`src/rtl/core/lpfd_pkg.sv`:
```
`timescale 1ns / 1ps

package lpfd_pkg;

    // Default header length in bytes (magic, version, length, reserved)
    localparam int HEADER_BYTES_DEF = 16;

    // Fixed header layout: byte offsets where each field ends
    localparam int MAGIC_END   = 4;
    localparam int VERSION_END = 6;
    localparam int LENGTH_END  = 10;

    localparam int CFG_W    = 32;
    localparam int CFG_IDX_W = 1;

    // Configuration register indexes
    localparam logic [CFG_IDX_W-1:0] CFG_MAGIC   = 1'b0;
    localparam logic [CFG_IDX_W-1:0] CFG_VERSION = 1'b1;

    // Result kinds
    localparam logic [1:0] KIND_BYTE        = 2'd0;
    localparam logic [1:0] KIND_EMPTY       = 2'd1;
    localparam logic [1:0] KIND_BAD_MAGIC   = 2'd2;
    localparam logic [1:0] KIND_BAD_VERSION = 2'd3;

    typedef struct packed {
        logic [1:0] kind;
        logic [7:0] payload_byte;
        logic       last_of_frame;
    } t_result;

endpackage

```
`src/rtl/core/lpfd_parser.sv`:
```
`timescale 1ns / 1ps

module lpfd_parser #(
    parameter int HEADER_BYTES = lpfd_pkg::HEADER_BYTES_DEF
) (
    input  logic                           i_clk,
    input  logic                           i_rst_n,
    input  logic                           i_cfg_we,
    input  logic [lpfd_pkg::CFG_IDX_W-1:0] i_cfg_addr,
    input  logic [lpfd_pkg::CFG_W-1:0]     i_cfg_data,
    input  logic                           i_accept,
    input  logic [7:0]                     i_rx_byte,
    input  logic                           i_restart,
    output logic                           o_res_valid,
    output lpfd_pkg::t_result              o_res
);
    import lpfd_pkg::*;

    localparam int POS_W = $clog2(HEADER_BYTES);
    localparam logic [POS_W-1:0] POS_LAST = POS_W'(HEADER_BYTES - 1);

    localparam logic [1:0] PH_HEADER  = 2'd0;
    localparam logic [1:0] PH_PAYLOAD = 2'd1;
    localparam logic [1:0] PH_HALTED  = 2'd2;

    logic [31:0]      r_exp_magic;
    logic [15:0]      r_exp_version;
    logic [1:0]       r_phase, n_phase;
    logic [POS_W-1:0] r_pos, n_pos;
    logic [31:0]      r_magic, n_magic;
    logic [15:0]      r_version, n_version;
    logic [31:0]      r_rem, n_rem;
    logic [31:0]      rem_dec;

    always_ff @(posedge i_clk) begin
        if (!i_rst_n) begin
            r_exp_magic   <= '0;
            r_exp_version <= '0;
        end else if (i_cfg_we) begin
            case (i_cfg_addr)
                CFG_MAGIC:   r_exp_magic   <= i_cfg_data;
                CFG_VERSION: r_exp_version <= i_cfg_data[15:0];
                default:     ;
            endcase
        end
    end

    assign rem_dec = r_rem - 32'd1;

    always_comb begin
        n_phase     = r_phase;
        n_pos       = r_pos;
        n_magic     = r_magic;
        n_version   = r_version;
        n_rem       = r_rem;
        o_res_valid = 1'b0;
        o_res       = '{kind: KIND_BYTE, payload_byte: 8'd0, last_of_frame: 1'b0};
        if (i_accept) begin
            if (i_restart) begin
                n_phase = PH_HEADER;
                n_pos   = '0;
                n_rem   = '0;
            end else begin
                case (r_phase)
                    PH_PAYLOAD: begin
                        o_res_valid        = 1'b1;
                        o_res.payload_byte = i_rx_byte;
                        o_res.last_of_frame = (rem_dec == 32'd0);
                        n_rem              = rem_dec;
                        if (rem_dec == 32'd0) begin
                            n_phase = PH_HEADER;
                        end
                    end
                    PH_HEADER: begin
                        // shift the byte into whichever field it belongs to
                        if (r_pos < POS_W'(MAGIC_END)) begin
                            n_magic = {r_magic[23:0], i_rx_byte};
                        end else if (r_pos < POS_W'(VERSION_END)) begin
                            n_version = {r_version[7:0], i_rx_byte};
                        end else if (r_pos < POS_W'(LENGTH_END)) begin
                            n_rem = {r_rem[23:0], i_rx_byte};
                        end
                        if (r_pos != POS_LAST) begin
                            n_pos = r_pos + POS_W'(1);
                        end else begin
                            n_pos = '0;
                            if (n_magic != r_exp_magic) begin
                                o_res_valid = 1'b1;
                                o_res.kind  = KIND_BAD_MAGIC;
                                n_phase     = PH_HALTED;
                            end else if (n_version != r_exp_version) begin
                                o_res_valid = 1'b1;
                                o_res.kind  = KIND_BAD_VERSION;
                                n_phase     = PH_HALTED;
                            end else if (n_rem == 32'd0) begin
                                o_res_valid         = 1'b1;
                                o_res.kind          = KIND_EMPTY;
                                o_res.last_of_frame = 1'b1;
                                n_phase             = PH_HEADER;
                            end else begin
                                n_phase = PH_PAYLOAD;
                            end
                        end
                    end
                    default: ;  // halted: drop the byte
                endcase
            end
        end
    end

    always_ff @(posedge i_clk) begin
        if (!i_rst_n) begin
            r_phase   <= PH_HEADER;
            r_pos     <= '0;
            r_rem     <= '0;
            r_magic   <= '0;
            r_version <= '0;
        end else begin
            r_phase   <= n_phase;
            r_pos     <= n_pos;
            r_rem     <= n_rem;
            r_magic   <= n_magic;
            r_version <= n_version;
        end
    end

`ifndef SYNTHESIS
    a_res_needs_accept: assert property (@(posedge i_clk) disable iff (!i_rst_n)
        o_res_valid |-> i_accept)
        else $error("result without an accepted transaction");
    a_payload_rem_nonzero: assert property (@(posedge i_clk) disable iff (!i_rst_n)
        (r_phase == PH_PAYLOAD) |-> (r_rem != 32'd0))
        else $error("payload phase with no bytes remaining");
    a_pos_only_in_header: assert property (@(posedge i_clk) disable iff (!i_rst_n)
        (r_pos != '0) |-> (r_phase == PH_HEADER))
        else $error("header position moved outside header phase");
    a_halt_after_error: assert property (@(posedge i_clk) disable iff (!i_rst_n)
        (o_res_valid && (o_res.kind == KIND_BAD_MAGIC || o_res.kind == KIND_BAD_VERSION))
        |=> (r_phase == PH_HALTED))
        else $error("error result did not halt the parser");
`endif

endmodule

```
`src/rtl/core/lpfd_out_buf.sv`:
```
`timescale 1ns / 1ps

module lpfd_out_buf (
    input  logic              i_clk,
    input  logic              i_rst_n,
    input  logic              i_push,
    input  lpfd_pkg::t_result i_res,
    output logic              o_in_ready,
    output logic              o_valid,
    output lpfd_pkg::t_result o_res,
    input  logic              i_ready
);
    import lpfd_pkg::*;

    logic    r_out_valid, n_out_valid;
    logic    r_skid_valid, n_skid_valid;
    t_result r_out, n_out;
    t_result r_skid, n_skid;
    logic    out_free;

    // take new transactions as long as the skid slot is empty
    assign o_in_ready = !r_skid_valid;
    assign out_free   = !r_out_valid || i_ready;

    always_comb begin
        n_out_valid  = r_out_valid;
        n_skid_valid = r_skid_valid;
        n_out        = r_out;
        n_skid       = r_skid;
        if (out_free) begin
            if (r_skid_valid) begin
                n_out        = r_skid;
                n_out_valid  = 1'b1;
                n_skid_valid = 1'b0;
            end else begin
                n_out       = i_res;
                n_out_valid = i_push;
            end
        end else if (i_push) begin
            n_skid       = i_res;
            n_skid_valid = 1'b1;
        end
    end

    always_ff @(posedge i_clk) begin
        if (!i_rst_n) begin
            r_out_valid  <= 1'b0;
            r_skid_valid <= 1'b0;
        end else begin
            r_out_valid  <= n_out_valid;
            r_skid_valid <= n_skid_valid;
        end
    end

    always_ff @(posedge i_clk) begin
        r_out  <= n_out;
        r_skid <= n_skid;
    end

    assign o_valid = r_out_valid;
    assign o_res   = r_out;

endmodule

```
`src/rtl/core/length_prefixed_frame_deframer.sv`:
```
`timescale 1ns / 1ps
// Channel   Direction  Ports            Contents
// s_axis    in         tdata, tuser     rx_byte / restart flag
// m_axis    out        tdata, tuser,    payload_byte / kind /
//                      tlast            last_of_frame
// cfg       in         we, addr, data   expected_magic (0), expected_version (1)
//
// One byte per cycle while s_axis_tready is high: every transaction is parsed
// in the cycle it is accepted and any result lands, on the next edge, in the
// output register or, under an m_axis stall, in the skid entry. This two-entry
// stage holds results; s_axis_tready drops only while both entries are full.
// Reset is synchronous, active low; it clears the parser to header phase and
// both configuration registers to zero.

module length_prefixed_frame_deframer #(
    parameter int HEADER_BYTES = lpfd_pkg::HEADER_BYTES_DEF
) (
    input  logic                           i_clk,
    input  logic                           i_rst_n,
    input  logic                           i_cfg_we,
    input  logic [lpfd_pkg::CFG_IDX_W-1:0] i_cfg_addr,
    input  logic [lpfd_pkg::CFG_W-1:0]     i_cfg_data,
    input  logic                           s_axis_tvalid,
    output logic                           s_axis_tready,
    input  logic [7:0]                     s_axis_tdata,   // [7:0] rx_byte
    input  logic                           s_axis_tuser,   // [0] restart
    output logic                           m_axis_tvalid,
    input  logic                           m_axis_tready,
    output logic [7:0]                     m_axis_tdata,   // [7:0] payload_byte
    output logic [1:0]                     m_axis_tuser,   // [1:0] kind
    output logic                           m_axis_tlast    // last_of_frame
);
    import lpfd_pkg::*;

    logic    accept;
    logic    res_valid;
    t_result res;
    t_result out_res;

    // a transaction moves on every edge where valid meets ready
    assign accept = s_axis_tvalid && s_axis_tready;

    // Parse the byte against header / payload / halt state
    lpfd_parser #(
        .HEADER_BYTES(HEADER_BYTES)
    ) u_parser (
        .i_clk      (i_clk),
        .i_rst_n    (i_rst_n),
        .i_cfg_we   (i_cfg_we),
        .i_cfg_addr (i_cfg_addr),
        .i_cfg_data (i_cfg_data),
        .i_accept   (accept),
        .i_rx_byte  (s_axis_tdata),
        .i_restart  (s_axis_tuser),
        .o_res_valid(res_valid),
        .o_res      (res)
    );

    // Hold results until the downstream side takes them
    lpfd_out_buf u_out_buf (
        .i_clk     (i_clk),
        .i_rst_n   (i_rst_n),
        .i_push    (res_valid),
        .i_res     (res),
        .o_in_ready(s_axis_tready),
        .o_valid   (m_axis_tvalid),
        .o_res     (out_res),
        .i_ready   (m_axis_tready)
    );

    assign m_axis_tdata = out_res.payload_byte;
    assign m_axis_tuser = out_res.kind;
    assign m_axis_tlast = out_res.last_of_frame;

endmodule

```
`config.mk`:
```
export PLATFORM = sky130hd
export DESIGN_NAME = length_prefixed_frame_deframer
export DESIGN_NICKNAME = d
export VERILOG_FILES = /design/src/rtl/core/lpfd_pkg.sv /design/src/rtl/core/lpfd_parser.sv /design/src/rtl/core/lpfd_out_buf.sv /design/src/rtl/core/length_prefixed_frame_deframer.sv
export SDC_FILE = /design/constraint.sdc
export NUM_CORES = 1
export LEC_CHECK = 0
export ABC_AREA = 1
export BUFFER_PORTS_ARGS = -buffer_cell sky130_fd_sc_hd__buf_2
export CORE_MARGIN = 4
export CORE_UTILIZATION = 62
export CTS_CLUSTER_DIAMETER = 100
export CTS_CLUSTER_SIZE = 24
export DETAILED_ROUTE_END_ITERATION = 6
export PLACE_DENSITY_LB_ADDON = 0.2
export SYNTH_ARGS = -nofsm -noshare
export SYNTH_HDL_FRONTEND = slang
export SYNTH_SLANG_ARGS = --single-unit
```
`constraint.sdc`:
```
create_clock -name i_clk -period 3.7 [get_ports i_clk]
set_clock_uncertainty 0.15 [all_clocks]
set_input_delay 0.74 -clock i_clk [delete_from_list [all_inputs] [get_ports i_clk]]
set_output_delay 0.74 -clock i_clk [all_outputs]
set_load 0.01 [all_outputs]
```
**Word-level counts from Yosys, hierarchy flattened**

Index checks and enable logic that the tools add are counted.
W data, S select, Z words.

- Register bits after elaboration: 158
- Input bits: 47
- Word-level logic and storage cells: 95

- Add/sub/neg operators: 2
- Magnitude comparators: 3
- Equality and inequality tests: 6
- Mux-type cells: 48
- Bitwise operators: 4
- Reduce and logical (&&, ||, !) cells: 17

Operators by type and width:

| kind | count |
|---|---|
| $mux W32 | 11 |
| $mux W16 | 5 |
| $logic_not A32 Y1 | 2 |
| $pmux W32 S2 | 1 |
| $mux W11 | 3 |
| $ne A32 B32 Y1 | 1 |
| $sub A32 B1 Y32 const B | 1 |
| $mux W2 | 9 |
| $ne A16 B16 Y1 | 1 |
| $mux W1 | 12 |
| $mux W4 | 3 |
| $reduce_and A2 Y1 | 5 |
| $lt A4 B3 Y1 const B | 2 |
| $mux W8 | 1 |
| $add A4 B1 Y4 const B | 1 |
| $lt A4 B4 Y1 const B | 1 |
| $ne A4 B4 Y1 const B | 1 |
| $not A1 Y1 | 4 |
| $pmux W1 S2 | 2 |
| $pmux W2 S2 | 1 |
| $reduce_and A4 Y1 | 1 |
| $ne A3 B2 Y1 const B | 1 |
| $ne A3 B3 Y1 const B | 1 |
| $reduce_and A3 Y1 | 1 |
| other kinds (8) | 9 |

**Logic depth before layout (Yosys ltp)**

- Word-level depth: 16
- Gate-level depth with buffers: 19
- Gate-level depth less buffers: 18

**Modules after synthesis**

Synthesis repeated with hierarchy kept, for this count alone.

- Cell total of the unflattened synthesis: 1541
- Area, all modules: 9456.6 um^2

Modules (own cells, without submodules):

| module | instances | cells each | area each (um^2) | sequential area each (um^2) |
|---|---|---|---|---|
| lpfd_parser | 1 | 1470 | 8565.7 | 2682.6 |
| lpfd_out_buf | 1 | 69 | 883.3 | 700.7 |
| length_prefixed_frame_deframer | 1 | 2 | 7.5 | 0.0 |

**Worst setup path before layout**

No wires, ideal clock.

- Kind: flip-flop to flip-flop
- Start point: reg u_parser.r_pos[1]
- End point: reg u_out_buf.r_skid[0] in the netlist's numbering (enable)
- Data arrival time: 2199 ps
- Data required time: 3172 ps
- Path slack: 972 ps
- Stages on the path, launching flop included: 16
- Path buffers: 2
- Clock period less this slack: 2728 ps
- Cells stage by stage: dfxtp_1 > o21ai_1 > buf_2 > buf_2 > nand3_1 > nand2_1 > nand2_1 > nor2_1 > nand2_1 > nor2_2 > nand2_1 > nand3_1 > nand2_1 > nand2_1 > nand2_1 > nor2_1

- Cells in the longest elaborated chain, start to end: 16

Ends and longest elaborated chain:

| what | RTL line | RTL |
|---|---|---|
| start, declared | lpfd_parser.sv:29 | `logic [POS_W-1:0] r_pos, n_pos;` |
| start signal, assigned | lpfd_parser.sv:120 | `r_pos <= n_pos;` |
| $lt A4 B4 Y1 | lpfd_parser.sv:80 | `end else if (r_pos < POS_W'(LENGTH_END)) begin` |
| $mux W32 | lpfd_parser.sv:80 |  |
| $mux W32 | lpfd_parser.sv:78 | `end else if (r_pos < POS_W'(VERSION_END)) begin` |
| $mux W32 | lpfd_parser.sv:76 | `if (r_pos < POS_W'(MAGIC_END)) begin` |
| $mux W32 | lpfd_parser.sv:64 | `case (r_phase)` |
| $mux W32 | lpfd_parser.sv:59 | `if (i_restart) begin` |
| $mux W32 | lpfd_parser.sv:58 | `if (i_accept) begin` |
| $logic_not A32 Y1 | lpfd_parser.sv:95 | `end else if (n_rem == 32'd0) begin` |
| $mux W1 | lpfd_parser.sv:95 |  |
| $mux W1 | lpfd_parser.sv:91 | `end else if (n_version != r_exp_version) begin` |
| $mux W1 | lpfd_parser.sv:87 | `if (n_magic != r_exp_magic) begin` |
| $mux W1 * | lpfd_parser.sv:83 | `if (r_pos != POS_LAST) begin` |
| $pmux W1 S2 * | lpfd_parser.sv:64 |  |
| $mux W1 * | lpfd_parser.sv:59 |  |
| $mux W1 * | lpfd_parser.sv:58 |  |
| $reduce_and A2 Y1 (no line) * | n/a |  |
| end signal, assigned | lpfd_out_buf.sv:57 | `r_skid <= n_skid;` |
| end, declared | lpfd_out_buf.sv:18 | `t_result r_skid, n_skid;` |

Every way passes the cells marked *; elsewhere a longest branch is shown, timed or not. The select of a mux whose other input is x is not followed.
A chain may end at the register's enable or synchronous reset.

**Worst setup path in the final report**

Same ends and word-level chain as after synthesis.

==> results_dict.tcl <==
set metrics [dict create \
    cts_buffers 17 \
    ys.flop_type "dfxtp_1" \
    clk_latency_ns 0.44 \
    synthTopCellsByArea "dfxtp_1 29%, nand2_1 19%, o21ai_0 7.6%" \
    synth-edff-count 22 \
    hold_path.class "flip-flop to flip-flop" \
    p_leak_nw 4.87 \
    rsz0062_at_grt "false" \
    htreeDepth 4 \
    synth_commonest_cells "461 x nand2_1, 160 x nor2_1, 152 x inv_1" \
    switching_share 0.326 \
    finalHoldViolations 0 \
    grt.overflow.total 0 \
    first_iter_violations 993 \
    num_vias 9936 \
    drc 0 \
    layout.nets 1569 \
    area_growth_pct 11.4 \
    routed_wl_um 26800 \
    wl_per_cell_um 15.6 \
    dp_hpwl_um 18800 \
    place_congestion 0.987 \
    seqCellArea_um2 3380 \
    seq_area_frac_synth 0.363 \
    yosysTopAreaCellShare 0.292 \
    fmax_ghz 0.310 \
    grt_pass1_wl_um 43000 \
    syn_area_per_cell_um2 6.28 \
    die_x_um 131 \
    yosysWarningCount 0 \
    pwr-share-comb 0.209 \
    layout_min_cycle_time_ns 3.23 \
    grt_max_degree 102 \
    peakVddDrop_uv 353 \
    die_h_um 131 \
    ff2ff_path_depth 15 \
    yosys.area.top_type "dfxtp_1" \
    synth_most_common_cell "nand2_1" \
    critPathCapture "u_out_buf.r_skid[0]" \
    startpoint_type "flip-flop" \
    clockBufferDepth 2 \
    cp.arrival_ns 3.14 \
    worst_slew_pin_slew_ns 0.925 \
    drt_first_pass_iters 6 \
    grt_pass1_vias 8821 \
    core_region_area_um2 14600 \
    ios 60 \
    cp-end-kind "flip-flop" \
    switchingPower_mw 1.56 \
    powerDensity_nw_per_um2 461 \
    drive_gt1_frac 0.0888 \
    worstSetupStartpoint "u_parser.r_pos[1]" \
    numPortBuffers 59 \
    internal_power_mw 3.23 \
    antenna_found_initial 0 \
    multi_input_area_um2 5050 \
    min_from "u_parser.r_exp_version[9]" \
    period_share 0.872 \
    dpl_cell_area_um2 9770 \
    seq_power_share 0.403 \
    fin_tns_setup_ns 0 \
    path_clk_slew_ns 0.06 \
    rr_endpoint "u_out_buf.r_skid[0]" \
    maxCapViolations 0 \
    synth-seq-cells 158 \
    synth_nets 1536 \
    status "finished clean" \
    synthArstFlopShare 0 \
    cts.root.buffer_cell "clkbuf_16" \
    start_util 0.637 \
    worstReg2RegStart "u_parser.r_pos[1]" \
    fillers 1276 \
    cts_tree "built" \
    syn-cell-area_um2 9330 \
    slew_headroom 0.382 \
    final_area_um2 10400 \
    fp.dieArea_um2 17100 \
    slew_violations 0 \
    synth_cell_types 33 \
    diodes 0 \
    std_cell_rows 44 \
    clock_sinks 158 \
    p_clk_frac 0.388 \
    viasPerCell 5.79 \
    required_ns 3.62 \
    setup_viol 0 \
    cp_max_fo 36 \
    path_class "flip-flop to flip-flop" \
    synthCells 1486 \
    track_usage 0.316 \
    r2r_slack_ns 0.47 \
    postRouteAntennaNets 0 \
]
==> cell families after synthesis <==
family	synth area share
flops	0.363
simple gates	0.342
fa+ha+maj	0.00403
buf+inv	0.0982
compound gates	0.181
xor+xnor	0.0122
==> metal layers <==
layer	global-route usage	vias to the layer above	part of all wire
li1	-	4931	-
met2	0.531	405	0.47
met3	0.0561	60	0.068
met1	0.415	4540	0.43
met5	0	-	0
met4	0.103	0	0.027
==> how the worst min path moves through the flow <==
| stage | endpoint | depth (start not counted) |
|---|---|---|
| 6_report | u_parser.r_exp_version[9] | 2 |
| 3_3_place_gp | u_parser.r_magic[25] | 2 |
| 4_1_cts | u_parser.r_magic[28] | 2 |
| 3_5_place_dp | u_parser.r_magic[28] | 2 |
| 2_1_floorplan | u_parser.r_magic[25] | 2 |
| 5_1_grt | u_parser.r_exp_version[1] | 2 |
==> placed cells by master, fill, tap and decap left out, types with 2 or more instances in the layout <==
master	netlist	final
edfxtp_1	22	22
a221oi_1	2	2
nand3_1	105	105
bufinv_16	0	2
inv_1	152	152
nor3_1	7	7
o22ai_1	2	2
o21ai_0	142	142
inv_8	0	3
nor2_1	160	157
buf_2	9	59
clkbuf_16	0	17
nand2_2	2	2
nand4_1	28	28
nor2_4	1	2
a31oi_1	27	27
inv_2	5	5
dfxtp_1	136	136
o221a_2	3	3
nand3b_1	7	7
clkbuf_8	0	2
a211oi_1	25	25
ha_1	3	3
buf_4	11	19
a21oi_1	99	98
inv_6	0	6
xor2_1	13	13
nand2_1	461	461
nor2_2	4	6
buf_12	0	4
o21ai_1	7	6
==> power groups by stage <==
stage | logic (mW) | clock network, mW | registers, mW
floorplan | 0.708 | 0 | 1.94
global placement | 0.963 | 0 | 1.96
detailed placement | 0.975 | 0 | 1.96
CTS | 0.984 | 1.86 | 1.93
global route | 1.13 | 1.93 | 1.94
finish | 1.00 | 1.86 | 1.93
==> stage by stage <==
stage / instances / power [mW] / setup WS, ns / hold slack, ns / utilization
global route: 1716 / 5.00 / 0.155 / 0.333 / 0.710
global placement: 1684 / 2.92 / 0.453 / 0.300 / 0.667
finish: 1716 / 4.79 / 0.473 / 0.319 / 0.710
floorplan: 1486 / 2.65 / 0.972 / 0.291 / -
CTS: 1716 / 4.77 / 0.340 / 0.320 / 0.710
detailed placement: 1684 / 2.94 / 0.392 / 0.311 / 0.667
==> flip-flops by register name, indices dropped and copies added, names as in the netlist <==
| signal | count |
|---|---|
| u_out_buf.r_skid | 11 |
| u_parser.r_exp_version | 16 |
| u_out_buf.o_res | 11 |
| u_parser.r_phase | 2 |
| u_parser.r_pos | 4 |
| u_parser.r_exp_magic | 32 |
| u_out_buf.o_valid | 1 |
| u_out_buf.r_skid_valid | 1 |
| u_parser.r_rem | 32 |
| u_parser.r_version | 16 |
| u_parser.r_magic | 32 |
==> timing repair <==
item,in CTS,in global routing
setup buffers,0,0
setup endpoints to repair,0,11
resized for setup,0,1
hold buffers,0,0
==> critical path, cell delays in order (launching register included) <==
cell and delay (ns):
dfxtp_1 0.43, nand2_1 0.11, nand2_1 0.23, nand2_2 0.11, buf_12 0.18, o21ai_1 0.20
nand2_1 0.07, nor2_1 0.19, nand2_1 0.09, nor2_2 0.20, nand2_1 0.15, nand3_1 0.11
nand2_1 0.05, nand2_1 0.05, nand2_1 0.10, nor2_2 0.43
==> cell type report <==
cell class	count	area share
clock buffer	19	0.0436
clock inverter	13	0.0161
inverter	158	0.0571
multi-input combinational	1102	0.486
sequential	158	0.326
tap	184	0.0222
timing repair buffer	82	0.0498
(Power assumes the default switching activity.)
